--- src/rtl/eegpp_pkg.sv ---
// Shared types and constants for the EEG headset serial packet parser.
// No dependencies; imported by every module of the block but the checker, and by the bench.
package eegpp_pkg;

   localparam int unsigned BYTE_W          = 8;
   localparam int unsigned NUM_BYTE_ROWS   = 4;
   localparam int unsigned POWER_ROW_BYTES = 26;
   localparam int unsigned ROW_LEFT_W      = 5;
   localparam int unsigned CSR_INDEX_W     = 3;

   localparam logic [ROW_LEFT_W-1:0] POWER_SKIP = ROW_LEFT_W'(POWER_ROW_BYTES - 1);
   localparam logic [BYTE_W-1:0]     CSUM_MASK  = 8'hFF;

   typedef enum logic [CSR_INDEX_W-1:0] {
      REG_SYNC       = 3'd0,
      REG_MAX_LEN    = 3'd1,
      REG_RAW        = 3'd2,
      REG_QUALITY    = 3'd3,
      REG_ATTENTION  = 3'd4,
      REG_MEDITATION = 3'd5,
      REG_BLINK      = 3'd6,
      REG_POWER      = 3'd7
   } reg_index_type;

   typedef enum logic [4:0] {
      PH_HUNT1   = 5'b00001,
      PH_HUNT2   = 5'b00010,
      PH_LEN     = 5'b00100,
      PH_PAYLOAD = 5'b01000,
      PH_CHECK   = 5'b10000
   } phase_type;

   typedef enum logic [5:0] {
      RK_CODE   = 6'b000001,
      RK_RAWLEN = 6'b000010,
      RK_RAWHI  = 6'b000100,
      RK_RAWLO  = 6'b001000,
      RK_VALUE  = 6'b010000,
      RK_SKIP   = 6'b100000
   } row_kind_type;

   typedef struct packed {
      logic [BYTE_W-1:0] sync_byte;
      logic [BYTE_W-1:0] max_payload;
      logic [BYTE_W-1:0] raw_code;
      logic [BYTE_W-1:0] quality_code;
      logic [BYTE_W-1:0] attn_code;
      logic [BYTE_W-1:0] medit_code;
      logic [BYTE_W-1:0] blink_code;
      logic [BYTE_W-1:0] power_code;
   } cfg_type;

   typedef struct packed {
      logic [15:0]                          raw;
      logic [NUM_BYTE_ROWS-1:0][BYTE_W-1:0] bytes;
      logic [NUM_BYTE_ROWS:0]               valid;   // bit 0 raw, then the byte rows
   } shadow_type;

   typedef struct packed {
      logic signed [15:0] raw_sample;
      logic               raw_valid;
      logic [BYTE_W-1:0]  quality_level;
      logic               quality_valid;
      logic [BYTE_W-1:0]  attention_level;
      logic               attention_valid;
      logic [BYTE_W-1:0]  meditation_level;
      logic               meditation_valid;
      logic [BYTE_W-1:0]  blink_level;
      logic               blink_valid;
      logic               checksum_error;
   } rsp_type;

endpackage

--- src/rtl/eegpp_rows.sv ---
// Payload row decoder: tracks the row in progress and fills the shadow values.
// Depends on eegpp_pkg.
module eegpp_rows (
   input  logic                 clock,
   input  logic                 reset,
   input  eegpp_pkg::cfg_type   cfg,
   input  logic                 clear,
   input  logic                 byte_en,
   input  logic [7:0]           rx_byte,
   output eegpp_pkg::shadow_type shadow
);
   import eegpp_pkg::*;

   row_kind_type                       kind_ff, kind_in;
   logic [ROW_LEFT_W-1:0]              left_ff, left_in;
   logic [BYTE_W-1:0]                  high_ff, high_in;
   logic [15:0]                        raw_ff, raw_in;
   logic [NUM_BYTE_ROWS-1:0][BYTE_W-1:0] bytes_ff, bytes_in;
   logic [NUM_BYTE_ROWS:0]             valid_ff, valid_in;
   logic [ROW_LEFT_W-1:0]              left_dec;

   assign left_dec = (left_ff != '0) ? left_ff - ROW_LEFT_W'(1) : left_ff;

   always_comb begin
      kind_in  = kind_ff;
      left_in  = left_ff;
      high_in  = high_ff;
      raw_in   = raw_ff;
      bytes_in = bytes_ff;
      valid_in = valid_ff;
      if (clear) begin
         kind_in  = RK_CODE;
         left_in  = '0;
         valid_in = '0;
      end else if (byte_en) begin
         unique case (kind_ff)
            RK_RAWLEN: kind_in = RK_RAWHI;
            RK_RAWHI: begin
               high_in = rx_byte;
               kind_in = RK_RAWLO;
            end
            RK_RAWLO: begin
               raw_in      = {high_ff, rx_byte};
               valid_in[0] = 1'b1;
               kind_in     = RK_CODE;
            end
            RK_VALUE: begin
               bytes_in[left_ff[1:0]]                 = rx_byte;
               valid_in[{1'b0, left_ff[1:0]} + 3'd1] = 1'b1;
               kind_in                                = RK_CODE;
               left_in                                = '0;
            end
            RK_SKIP: begin
               left_in = left_dec;
               if (left_dec == '0) kind_in = RK_CODE;
            end
            RK_CODE: begin
               priority if (rx_byte == cfg.raw_code) begin
                  kind_in = RK_RAWLEN;
               end else if (rx_byte == cfg.quality_code) begin
                  kind_in = RK_VALUE;
                  left_in = ROW_LEFT_W'(0);
               end else if (rx_byte == cfg.attn_code) begin
                  kind_in = RK_VALUE;
                  left_in = ROW_LEFT_W'(1);
               end else if (rx_byte == cfg.medit_code) begin
                  kind_in = RK_VALUE;
                  left_in = ROW_LEFT_W'(2);
               end else if (rx_byte == cfg.blink_code) begin
                  kind_in = RK_VALUE;
                  left_in = ROW_LEFT_W'(3);
               end else if (rx_byte == cfg.power_code) begin
                  kind_in = RK_SKIP;
                  left_in = POWER_SKIP;
               end else begin
                  kind_in = RK_CODE;
               end
            end
            default: kind_in = RK_CODE;
         endcase
      end
   end

   always_ff @(posedge clock) begin
      if (reset) begin
         kind_ff  <= RK_CODE;
         left_ff  <= '0;
         valid_ff <= '0;
      end else begin
         kind_ff  <= kind_in;
         left_ff  <= left_in;
         valid_ff <= valid_in;
      end
      high_ff  <= high_in;
      raw_ff   <= raw_in;
      bytes_ff <= bytes_in;
   end

   assign shadow = '{raw: raw_ff, bytes: bytes_ff, valid: valid_ff};

endmodule

--- src/rtl/eegpp_frame.sv ---
// Frame tracker: sync hunt, length check, payload count, checksum and result build.
// Depends on eegpp_pkg and eegpp_rows.
module eegpp_frame (
   input  logic               clock,
   input  logic               reset,
   input  eegpp_pkg::cfg_type cfg,
   input  logic               byte_fire,
   input  logic [7:0]         rx_byte,
   output logic               at_check,
   output logic               result_valid,
   output eegpp_pkg::rsp_type result
);
   import eegpp_pkg::*;

   phase_type         phase_ff, phase_in;
   logic [BYTE_W-1:0] len_ff, len_in;
   logic [BYTE_W-1:0] count_ff, count_in;
   logic [BYTE_W-1:0] sum_ff, sum_in;
   logic              rows_clear;
   logic              rows_en;
   shadow_type        shadow;

   eegpp_rows u_rows (
      .clock   (clock),
      .reset   (reset),
      .cfg     (cfg),
      .clear   (rows_clear),
      .byte_en (rows_en),
      .rx_byte (rx_byte),
      .shadow  (shadow)
   );

   assign at_check = (phase_ff == PH_CHECK);

   always_comb begin
      phase_in     = phase_ff;
      len_in       = len_ff;
      count_in     = count_ff;
      sum_in       = sum_ff;
      rows_clear   = 1'b0;
      rows_en      = 1'b0;
      result_valid = 1'b0;
      result       = '0;
      if (byte_fire) begin
         unique case (phase_ff)
            PH_HUNT1: if (rx_byte == cfg.sync_byte) phase_in = PH_HUNT2;
            PH_HUNT2: phase_in = (rx_byte == cfg.sync_byte) ? PH_LEN : PH_HUNT1;
            PH_LEN: begin
               if (rx_byte == cfg.sync_byte) begin
                  phase_in = PH_LEN;
               end else if (rx_byte > cfg.max_payload) begin
                  phase_in = PH_HUNT1;
               end else begin
                  len_in     = rx_byte;
                  count_in   = '0;
                  sum_in     = '0;
                  rows_clear = 1'b1;
                  phase_in   = (rx_byte == '0) ? PH_CHECK : PH_PAYLOAD;
               end
            end
            PH_PAYLOAD: begin
               sum_in   = sum_ff + rx_byte;
               count_in = count_ff + BYTE_W'(1);
               rows_en  = 1'b1;
               if (count_in >= len_ff) phase_in = PH_CHECK;
            end
            PH_CHECK: begin
               phase_in     = PH_HUNT1;
               result_valid = 1'b1;
               if ((~sum_ff & CSUM_MASK) != rx_byte) begin
                  result.checksum_error = 1'b1;
               end else begin
                  result.raw_valid        = shadow.valid[0];
                  result.raw_sample       = shadow.valid[0] ? signed'(shadow.raw) : '0;
                  result.quality_valid    = shadow.valid[1];
                  result.quality_level    = shadow.valid[1] ? shadow.bytes[0] : '0;
                  result.attention_valid  = shadow.valid[2];
                  result.attention_level  = shadow.valid[2] ? shadow.bytes[1] : '0;
                  result.meditation_valid = shadow.valid[3];
                  result.meditation_level = shadow.valid[3] ? shadow.bytes[2] : '0;
                  result.blink_valid      = shadow.valid[4];
                  result.blink_level      = shadow.valid[4] ? shadow.bytes[3] : '0;
               end
            end
            default: phase_in = PH_HUNT1;
         endcase
      end
   end

   always_ff @(posedge clock) begin
      if (reset) begin
         phase_ff <= PH_HUNT1;
         len_ff   <= '0;
         count_ff <= '0;
         sum_ff   <= '0;
      end else begin
         phase_ff <= phase_in;
         len_ff   <= len_in;
         count_ff <= count_in;
         sum_ff   <= sum_in;
      end
   end

endmodule

--- src/rtl/eeg_headset_packet_parser.sv ---
// Top level of the EEG headset serial packet parser: register file, frame tracker,
// result register and handshake. Depends on eegpp_pkg and eegpp_frame.
//
//   channel  dir   ports                      carries
//   req      in    req_valid/req_ready        one received byte (word) per handshake
//   rsp      out   rsp_valid/rsp_ready        one frame result word per checksum byte
//   csr      in    csr_write_en/index/wdata   register writes, no wait
//
// One word is taken per cycle unless stalled; a result shows on rsp the cycle after
// the checksum byte is taken. While a result waits on rsp, non-checksum bytes keep
// flowing; only a checksum byte stalls until the pending result is taken. Synchronous
// reset puts registers at defaults and the tracker in sync hunt; no clearing pass.
module eeg_headset_packet_parser (
   input  logic               clock,
   input  logic               reset,
   input  logic               req_valid,
   output logic               req_ready,
   input  logic [7:0]         req_rx_byte,
   output logic               rsp_valid,
   input  logic               rsp_ready,
   output logic signed [15:0] rsp_raw_sample,
   output logic               rsp_raw_valid,
   output logic [7:0]         rsp_quality_level,
   output logic               rsp_quality_valid,
   output logic [7:0]         rsp_attention_level,
   output logic               rsp_attention_valid,
   output logic [7:0]         rsp_meditation_level,
   output logic               rsp_meditation_valid,
   output logic [7:0]         rsp_blink_level,
   output logic               rsp_blink_valid,
   output logic               rsp_checksum_error,
   input  logic               csr_write_en,
   input  logic [2:0]         csr_index,
   input  logic [7:0]         csr_wdata
);
   import eegpp_pkg::*;

   cfg_type cfg_ff, cfg_in;
   logic    rsp_valid_ff, rsp_valid_in;
   rsp_type rsp_data_ff, rsp_data_in;
   logic    at_check;
   logic    result_valid;
   rsp_type result;
   logic    req_fire;

   always_comb begin
      cfg_in = cfg_ff;
      if (csr_write_en) begin
         unique case (reg_index_type'(csr_index))
            REG_SYNC:       cfg_in.sync_byte    = csr_wdata;
            REG_MAX_LEN:    cfg_in.max_payload  = csr_wdata;
            REG_RAW:        cfg_in.raw_code     = csr_wdata;
            REG_QUALITY:    cfg_in.quality_code = csr_wdata;
            REG_ATTENTION:  cfg_in.attn_code    = csr_wdata;
            REG_MEDITATION: cfg_in.medit_code   = csr_wdata;
            REG_BLINK:      cfg_in.blink_code   = csr_wdata;
            REG_POWER:      cfg_in.power_code   = csr_wdata;
            default:        cfg_in = cfg_ff;
         endcase
      end
   end

   assign req_ready = !at_check || !rsp_valid_ff || rsp_ready;
   assign req_fire  = req_valid && req_ready;

   eegpp_frame u_frame (
      .clock        (clock),
      .reset        (reset),
      .cfg          (cfg_ff),
      .byte_fire    (req_fire),
      .rx_byte      (req_rx_byte),
      .at_check     (at_check),
      .result_valid (result_valid),
      .result       (result)
   );

   always_comb begin
      rsp_valid_in = rsp_valid_ff && !rsp_ready;
      rsp_data_in  = rsp_data_ff;
      if (result_valid) begin
         rsp_valid_in = 1'b1;
         rsp_data_in  = result;
      end
   end

   always_ff @(posedge clock) begin
      if (reset) begin
         cfg_ff       <= '{sync_byte: 8'd170, max_payload: 8'd169, raw_code: 8'd128,
                           quality_code: 8'd2, attn_code: 8'd4,
                           medit_code: 8'd5, blink_code: 8'd22,
                           power_code: 8'd131};
         rsp_valid_ff <= 1'b0;
      end else begin
         cfg_ff       <= cfg_in;
         rsp_valid_ff <= rsp_valid_in;
      end
      rsp_data_ff <= rsp_data_in;
   end

   assign rsp_valid            = rsp_valid_ff;
   assign rsp_raw_sample       = rsp_data_ff.raw_sample;
   assign rsp_raw_valid        = rsp_data_ff.raw_valid;
   assign rsp_quality_level    = rsp_data_ff.quality_level;
   assign rsp_quality_valid    = rsp_data_ff.quality_valid;
   assign rsp_attention_level  = rsp_data_ff.attention_level;
   assign rsp_attention_valid  = rsp_data_ff.attention_valid;
   assign rsp_meditation_level = rsp_data_ff.meditation_level;
   assign rsp_meditation_valid = rsp_data_ff.meditation_valid;
   assign rsp_blink_level      = rsp_data_ff.blink_level;
   assign rsp_blink_valid      = rsp_data_ff.blink_valid;
   assign rsp_checksum_error   = rsp_data_ff.checksum_error;

endmodule

--- config.mk ---
export PLATFORM = sky130hd
export DESIGN_NAME = eeg_headset_packet_parser
export DESIGN_NICKNAME = d
export VERILOG_FILES = /design/src/rtl/eegpp_pkg.sv /design/src/rtl/eegpp_rows.sv /design/src/rtl/eegpp_frame.sv /design/src/rtl/eeg_headset_packet_parser.sv
export SDC_FILE = /design/constraint.sdc
export NUM_CORES = 1
export LEC_CHECK = 0
export BUFFER_PORTS_ARGS = -buffer_cell sky130_fd_sc_hd__buf_2
export CELL_PAD_IN_SITES_DETAIL_PLACEMENT = 0
export CELL_PAD_IN_SITES_GLOBAL_PLACEMENT = 1
export CORE_MARGIN = 1
export CORE_UTILIZATION = 45
export DETAILED_ROUTE_END_ITERATION = 8
export PLACE_DENSITY_LB_ADDON = 0.1
export REMOVE_ABC_BUFFERS = 1
export SETUP_SLACK_MARGIN = 0.05
export SLEW_MARGIN = 20
export SYNTH_ARGS = -nofsm -noshare
export SYNTH_HDL_FRONTEND = slang
export SYNTH_HIERARCHICAL = 1
export SYNTH_SLANG_ARGS = --single-unit
--- constraint.sdc ---
create_clock -name clock -period 3.6 [get_ports clock]
set_input_delay 0.18 -clock clock [delete_from_list [all_inputs] [get_ports clock]]
set_output_delay 0.18 -clock clock [all_outputs]
set_load 0.05 [all_outputs]
==> out/results.txt, run 1 <==
Status - completed
CTS tree - done
Final Hold Slack - 56.23 ps
Max Clock Freq - 355.4 MHz
Worst-Margin Slew - 873.4 ps
Async set-or-reset flop fraction in the synthesized netlist - 0
Worst-case register-to-register setup slack - 790 ps
CTS clock-pin slew for the worst setup and hold paths - 60 ps
Compound-cell area share of the yosys netlist - 0.06185
Maximum level of the CTS H-tree - 1
Fraction of post-synthesis cell area in the top cell type by area - 0.3292
Largest cells by area after synthesis - edfxtp_1, dfxtp_1, mux2i_1, ha_1, nand2b_1
Core region area - 0.02182 mm^2
Clock Root Buffer - clkbuf_16
Clock sinks - 220
RSZ-0062 raised after global routing - false
Largest family of logic cells by synthesized area - simple AND/OR/NAND/NOR gates
Worst endpoint required time - 4010 ps
Synthesis warning total - 6
Routed Antenna Nets - 0
Multiplexer share of the synthesized area - 0.07981
Global-route wire length before repair - 33490 um
Die span in y - 151.3 um
Area overhead of the layout relative to synthesis - 14.86%
Capturing element type of the critical path - flip-flop
Total GRT Usage - 0.1901
Diodes inserted - 0
Final cycle utilization of the critical path - 0.7816
Post-synthesis register bit count - 220
Worst reg-to-reg path cell count - 9
Remaining design rule violation count - 0
Worst Hold Endpoint - cfg_ff[57]
Final GP Congestion - 0.8508
Portion of the post-synthesis area used by sequential elements - 0.5487
Number of endpoints failing setup at the final stage - 0
Vias in the first global route - 6426
Fraction of final layout cells sized beyond drive strength 1 - 0.1537
Max Cap Violations - 0
Post-layout net count - 989
Starting Density - 0.4598
Footprint of the flip-flops and latches - 0.005505 mm^2
Buffers added on ports - 79
Antenna violations before repair - 0
Syn avg cell area - 11.71 um^2
Post-route setup TNS - 0 ps
WP data arrival - 3220 ps
TritonCTS Buffers - 24
Number of enable flip-flop cells after synthesis - 110
Pre-Repair DR Iteration Count - 4
IO Pins - 80
Total congestion overflow - 0
Fill cell instance count of the final layout - 1950
Commonest cells after routing, fill and taps aside - dfxtp_1, edfxtp_1, mux2i_1
Maximum clock path buffer count - 3
Maximum number of pins on one net before global-route repair - 82
Post-DR vias/cell - 5.262
Dominant cell type by area after synthesis - edfxtp_1
Adder and majority cell fraction of the synthesized area - 0.04190
Final clock skew - 16.10 ps
Total area of multi-input combinational cells - 0.004220 mm^2
Number of cells on the worst hold path - 3
Class of the tightest hold or removal check - in2reg
Die width - 151.3 um
Hold violation total from the final report - 0
XOR/XNOR share of the synthesized area - 0.06285
Instance count of the mapped netlist - 857
Relative slew slack - 0.4177
Class of the most critical setup path - reg2reg
Start of the worst register-to-register path - u_frame/phase_ff[2]
Die ar. - 0.02290 mm^2
Pleak - 0.004612 uW
Post-detailed-route wirelength per cell - 17.24 um
Maximum vdd ir drop - 286.8 uV
Cell variety after synth - 72
Top fanout value on the critical path - 10
Kind of launch point of the worst setup path - flip-flop
Minimum clock period - 2814 ps
Synth Flop Type - edfxtp_1
Max-slew violations - 0
DR iter-0 viols - 342
Post-Syn Area - 0.01003 mm^2
Worst reg2reg endpoint - u_frame/u_rows/kind_ff[0]
Post-Route WL - 21210 um
Synthesized-area fraction occupied by and/or/nand/nor cells - 0.1736
Ratio of total power to cell area - 478.1 mW/mm^2
Min-delay src - csr_wdata[1]
Clock insertion delay at the later pin of the skew report - 520 ps
DP HPWL - 14620 um
Number of standard-cell rows in the floorplan - 54
Post-CTS repair timing setup buffer count - 0
Total vias in the final route - 6472
-- through the flow --
stage	worst slack [ps]	area (um^2)	total power [uW]	util	cells
finish	786.1	11520	5511	0.5281	1230
global route	499.6	11520	5701	0.5281	1230
CTS	748.1	11520	5574	0.5280	1230
detailed placement	738.2	10660	3120	0.4885	1180
global placement	854.0	10660	3113	0.4885	1180
floorplan	-176.2	9821	2971	-	811
-- cell type report --
| type | instances | share of cell area |
|---|---|---|
| tap | 280 | 0.03040 |
| multi-input combinational | 564 | 0.3662 |
| clock buffer | 30 | 0.05765 |
| sequential | 220 | 0.4777 |
| clock inverter | 14 | 0.01205 |
| inverter | 27 | 0.008902 |
| timing repair buffer | 95 | 0.04712 |
-- synth_stat cells (all sizes together), types with 14 or more instances --
library cell  number
mux2i             80
inv               27
buf               19
xnor2             41
ha                32
edfxtp           110
dfxtp            110
a21oi             28
clkbuf            27
nand2             16
nand2b            60
nor2              71
and2              14
and3              53
xor2              31
-- critical path, cell delays in order, from the launching register on --
cell      delay, ps
dfxtp_1         480
nor2_2           90
and3_1          220
nand3b_1        100
and2_1          250
and2_1          390
nor4b_1         270
a32o_1          420
o311ai_0        260
o32a_1          220
-- registers in the layout, indices dropped and copies added (netlist names), 16 cells and up --
| name | cells |
|---|---|
| cfg_ff | 64 |
| u_frame/u_rows/shadow | 32 |
| rsp_raw_sample | 16 |
| u_frame/u_rows/raw_ff | 16 |
-- worst max-delay path by stage --
stage | startpoint | end | slack [ps] | cells after the start
finish | u_frame/phase_ff[2] | u_frame/u_rows/kind_ff[0] | 790 | 9
global route | u_frame/phase_ff[3] | u_frame/u_rows/kind_ff[0] | 500 | 9
CTS | u_frame/phase_ff[3] | u_frame/u_rows/kind_ff[0] | 750 | 9
detailed placement | u_frame/phase_ff[3] | u_frame/u_rows/kind_ff[0] | 740 | 9
global placement | req_rx_byte[5] | u_frame/u_rows/raw_ff[7] | 850 | 8
floorplan | u_frame/phase_ff[3] | u_frame/u_rows/raw_ff[0] | -180 | 6
-- report_power, final --
| part | switching (uW) | internal (uW) |
|---|---|---|
| clock | 985 | 1460 |
| sequential | 24.5 | 2660 |
| combinational | 260 | 126 |
-- routing by layer --
metal  vias to the layer above  track usage  wire (um)
met5                         -            0          0
met4                         0      0.05850        509
met2                       120       0.3429      10500
li1                       3221            -          -
met1                      3095       0.2347       9365
met3                        36      0.02349        836
-- kinds of logic (layout without fill, tap and decap cells) --
group	Yosys count	in the layout
AOI/OAI and AO/OA	85	85
and+or+nand+nor	294	294
buffers and inverters	73	166
muxes	80	80
adders and majority gates	33	33
xor gates and xnor gates	72	72
DFF	220	220
-- repair_timing --
action                    CTS  global route
hold endpoints to repair   10             0
hold buffers                6             0
resized for setup           0             0
Note: power is estimated with default switching activity, not from simulation.
==> run 2, diff against run 1 <==
--- a/config.mk
+++ b/config.mk
@@ -5,11 +5,12 @@
 export SDC_FILE = /design/constraint.sdc
 export NUM_CORES = 1
 export LEC_CHECK = 0
+export ABC_AREA = 1
 export BUFFER_PORTS_ARGS = -buffer_cell sky130_fd_sc_hd__buf_2
 export CELL_PAD_IN_SITES_DETAIL_PLACEMENT = 0
 export CELL_PAD_IN_SITES_GLOBAL_PLACEMENT = 1
 export CORE_MARGIN = 1
-export CORE_UTILIZATION = 45
+export CORE_UTILIZATION = 41
 export DETAILED_ROUTE_END_ITERATION = 8
 export PLACE_DENSITY_LB_ADDON = 0.1
 export REMOVE_ABC_BUFFERS = 1
==> constraint.sdc (replaced) <==
create_clock -name clock -period 2.4 [get_ports clock]
set_input_delay 0.12 -clock clock [delete_from_list [all_inputs] [get_ports clock]]
set_output_delay 0.12 -clock clock [all_outputs]
set_load 0.05 [all_outputs]
==> run 2 against run 1 <==
Global-route usage rose by 1.2 points. Total power rose by 74%. Maximum frequency rose by 27%. First-iteration DRC count rose by 66%. Hold slack improved by 21 ps. Sequential share of layout area fell by 5.4 points. Largest cell class unchanged. Utilization fell by 3.0 points. Sequential power rose by 54%. Final cell count rose by 51%. Critical endpoint is now u_frame/phase_ff[1]. Die area rose by 19%. Register-to-register slack got worse by 600 ps. Highest routed layer unchanged. Synthesized cell count rose by 60%.
==> out/results.txt, run 2 <==
CTS tree - done (unchanged)
Maximum level of the CTS H-tree - 1 (unchanged)
Number of cells on the worst hold path - 4 (was 3)
Die span in y - 165.0 um (was 151.3 um)
Max-slew violations - 0 (unchanged)
Total congestion overflow - 0 (unchanged)
Commonest cells post-synth - nand2_1, nor2_1, inv_1 (was dfxtp_1, edfxtp_1, mux2i_1)
IO Pins - 80 (unchanged)
Vias in the first global route - 7883 (was 6426)
Routed Antenna Nets - 0 (unchanged)
Remaining design rule violation count - 0 (unchanged)
Die ar. - 0.02722 mm^2 (was 0.02290 mm^2)
WP data arrival - 2630 ps (was 3220 ps)
Fraction of post-synthesis cell area in the top cell type by area - 0.3033 (was 0.3292)
Buffers added on ports - 79 (unchanged)
Commonest non-fill, non-tap cell in the layout - nand2_1
Worst endpoint required time - 2820 ps (was 4010 ps)
Pleak - 0.005968 uW (was 0.004612 uW)
Clock insertion delay at the later pin of the skew report - 520 ps (about the same)
Maximum number of pins on one net before global-route repair - 54 (was 82)
Footprint of the flip-flops and latches - 0.005509 mm^2 (was 0.005505 mm^2)
Number of standard-cell rows in the floorplan - 59 (was 54)
Post-CTS repair timing setup buffer count - 0 (unchanged)
Minimum clock period - 2213 ps (was 2814 ps)
Fraction of final layout cells sized beyond drive strength 1 - 0.1713 (was 0.1537)
Post-Route WL - 26420 um (was 21210 um)
Number of endpoints failing setup at the final stage - 0 (unchanged)
Instance count of the mapped netlist - 1372 (was 857)
Synthesis warning total - 6 (unchanged)
Post-layout net count - 1557 (was 989)
Class of the most critical setup path - reg2reg (unchanged)
Post-Syn Area - 0.01089 mm^2 (was 0.01003 mm^2)
Dominant cell type by area after synthesis - edfxtp_1 (unchanged)
Class of the tightest hold or removal check - in2reg (unchanged)
Global-route wire length before repair - 42120 um (was 33490 um)
Synth Flop Type - edfxtp_1 (unchanged)
Min-delay src - csr_index[0] (was csr_wdata[1])
Relative slew slack - 0.5203 (was 0.4177)
Final clock skew - 21.60 ps (was 16.10 ps)
Cell with the most instances after synthesis - nand2_1
Final Hold Slack - 76.95 ps (was 56.23 ps)
Area overhead of the layout relative to synthesis - 19.27% (was 14.86%)
Largest reg by FF count - cfg_ff (unchanged)
Kind of launch point of the worst setup path - flip-flop (unchanged)
Post-detailed-route wirelength per cell - 14.26 um (was 17.24 um)
Portion of the post-synthesis area used by sequential elements - 0.5056 (was 0.5487)
Total vias in the final route - 8623 (was 6472)
Capturing element type of the critical path - flip-flop (unchanged)
Worst-case register-to-register setup slack - 190 ps (was 790 ps)
Ratio of total power to cell area - 736.6 mW/mm^2 (was 478.1 mW/mm^2)
Diodes inserted - 0 (unchanged)
Final cycle utilization of the critical path - 0.9222 (was 0.7816)
Max Cap Violations - 0 (unchanged)
Cell variety after synth - 43 (was 72)
Worst Hold Endpoint - cfg_ff[33] (was cfg_ff[57])
Largest cells by area after synthesis - edfxtp_1, dfxtp_1, nand2_1, nor2_1, inv_1 (was edfxtp_1, dfxtp_1, mux2i_1, ha_1, nand2b_1)
Starting Density - 0.4179 (was 0.4598)
DR iter-0 viols - 569 (was 342)
Clock sinks - 220 (unchanged)
Pre-Repair DR Iteration Count - 7 (was 4)
Worst reg-to-reg path cell count - 13 (was 9)
Antenna violations before repair - 0 (unchanged)
Total GRT Usage - 0.2016 (was 0.1901)
Maximum vdd ir drop - 532.9 uV (was 286.8 uV)
Final GP Congestion - 0.8110 (was 0.8508)
TritonCTS Buffers - 25 (was 24)
Max Clock Freq - 451.8 MHz (was 355.4 MHz)
Number of enable flip-flop cells after synthesis - 110 (unchanged)
RSZ-0062 raised after global routing - true (was false)
Async set-or-reset flop fraction in the synthesized netlist - 0 (unchanged)
Worst-Margin Slew - 718.8 ps (was 873.4 ps)
Die width - 165.0 um (was 151.3 um)
Hold violation total from the final report - 0 (unchanged)
DP HPWL - 18560 um (was 14620 um)
Status - completed (unchanged)
Maximum clock path buffer count - 3 (unchanged)
Post-synthesis register bit count - 220 (unchanged)
Share of the core filled with cells in the final layout - 0.4984 (was 0.5281)
Top fanout value on the critical path - 8 (was 10)
CTS clock-pin slew for the worst setup and hold paths - 60 ps (about the same)
Core region area - 0.02606 mm^2 (was 0.02182 mm^2)
Total area of multi-input combinational cells - 0.004524 mm^2 (was 0.004220 mm^2)
Syn avg cell area - 7.937 um^2 (was 11.71 um^2)
Clock Root Buffer - clkbuf_16 (unchanged)
Fill cell instance count of the final layout - 2569 (was 1950)
Flip-flop count of the largest register after layout - 64 (unchanged)
Commonest cells after routing, fill and taps aside - nand2_1, nor2_1, inv_1 (was dfxtp_1, edfxtp_1, mux2i_1)
Worst reg2reg endpoint - u_frame/phase_ff[1] (was u_frame/u_rows/kind_ff[0])
Start of the worst register-to-register path - u_frame/count_ff[0] (was u_frame/phase_ff[2])
Post-DR vias/cell - 4.654 (was 5.262)
==> run 2: cell types whose count changed after synthesis, sizes merged, moves of 8 or more <==
cell and delta:
nand3 +111, nor2 +183, mux2i -80, inv +170
nand2b -60, buf +8, clkbuf -21, and3 -52
and2 -11, a22o -10, xnor2 -24, a21oi +21
xor2 -25, nand2 +377
==> run 2: cells by family (layout without fill, tap and decap cells) <==
family | Yosys count | count (layout) | synth area share
AO/OA/AOI/OAI | 59 | 59 | 0.02976
buffers and inverters | 232 | 378 | 0.08641
adder cells (fa/ha/maj) | 33 | 33 | 0.03861
AND/OR/NAND/NOR | 805 | 805 | 0.3212
XOR/XNOR | 23 | 23 | 0.01850
flip-flops | 220 | 220 | 0.5056
==> run 2: where the power goes <==
group / total (uW) / switching, uW / internal, uW
sequential: 4140 / 74.4 / 4060
combinational: 1370 / 915 / 456
clock: 4060 / 1510 / 2550
total: 9570 / 2490 / 7070
==> run 2: how the worst max path moves through the flow <==
stage	startpoint	to	slack, ps	depth (start not counted)
4_1_cts	cfg_ff[55]	u_frame/u_rows/shadow[22]	80	13
6_report	u_frame/count_ff[0]	u_frame/phase_ff[1]	190	13
5_1_grt	u_frame/count_ff[0]	u_frame/phase_ff[3]	1	14
2_1_floorplan	rsp_valid	u_frame/u_rows/raw_ff[0]	-760	7
3_3_place_gp	u_frame/count_ff[4]	u_frame/phase_ff[3]	60	14
3_5_place_dp	u_frame/count_ff[4]	u_frame/phase_ff[3]	20	14
==> run 2: cell type report <==
class | instances | share of cell area
multi-input combinational | 920 | 0.3484
timing repair buffer | 134 | 0.06985
clock buffer | 31 | 0.04990
clock inverter | 14 | 0.01705
sequential | 220 | 0.4242
inverter | 199 | 0.05838
tap | 335 | 0.03227
==> run 2: routing by layer <==
metal  up-vias  global-route usage  share of wire
met4         0             0.04629          0.017
met5         -                   0              0
met2       148              0.3384           0.46
met3        33             0.02486          0.037
met1      3889              0.2761           0.48
li1       4553                   -              -
==> run 2: per-stage QoR <==
stage | TNS (ps) | instances | area [um^2] | total power [uW] | setup slack (ps)
2_1_floorplan | -51690 | 1339 | 10700 | 5093 | -755.4
4_1_cts | 0 | 1853 | 12890 | 9612 | 80.57
5_1_grt | 0 | 1853 | 12990 | 10020 | 1.130
3_3_place_gp | 0 | 1798 | 11910 | 5517 | 56.32
6_report | 0 | 1853 | 12990 | 9567 | 186.8
3_5_place_dp | 0 | 1798 | 11910 | 5520 | 15.61
==> run 2: repair_timing <==
item,4_1_cts,5_1_grt
pin swaps,0,8
hold endpoints to repair,26,0
hold buffers,10,0
setup endpoints to repair,5,68
resized for setup,1,35
==> run 2: worst max-delay path, stage by stage, from the launching register on <==
cell and delay (ps):
dfxtp_2 350, ha_2 190, nand3_1 110, nand3b_1 230, xnor2_2 170, ha_1 290
nand2_2 80, a21oi_1 40, nor2_1 80, nand4_1 190, nand3_4 200, nand2_1 70
nand2_1 60, nor2_1 50
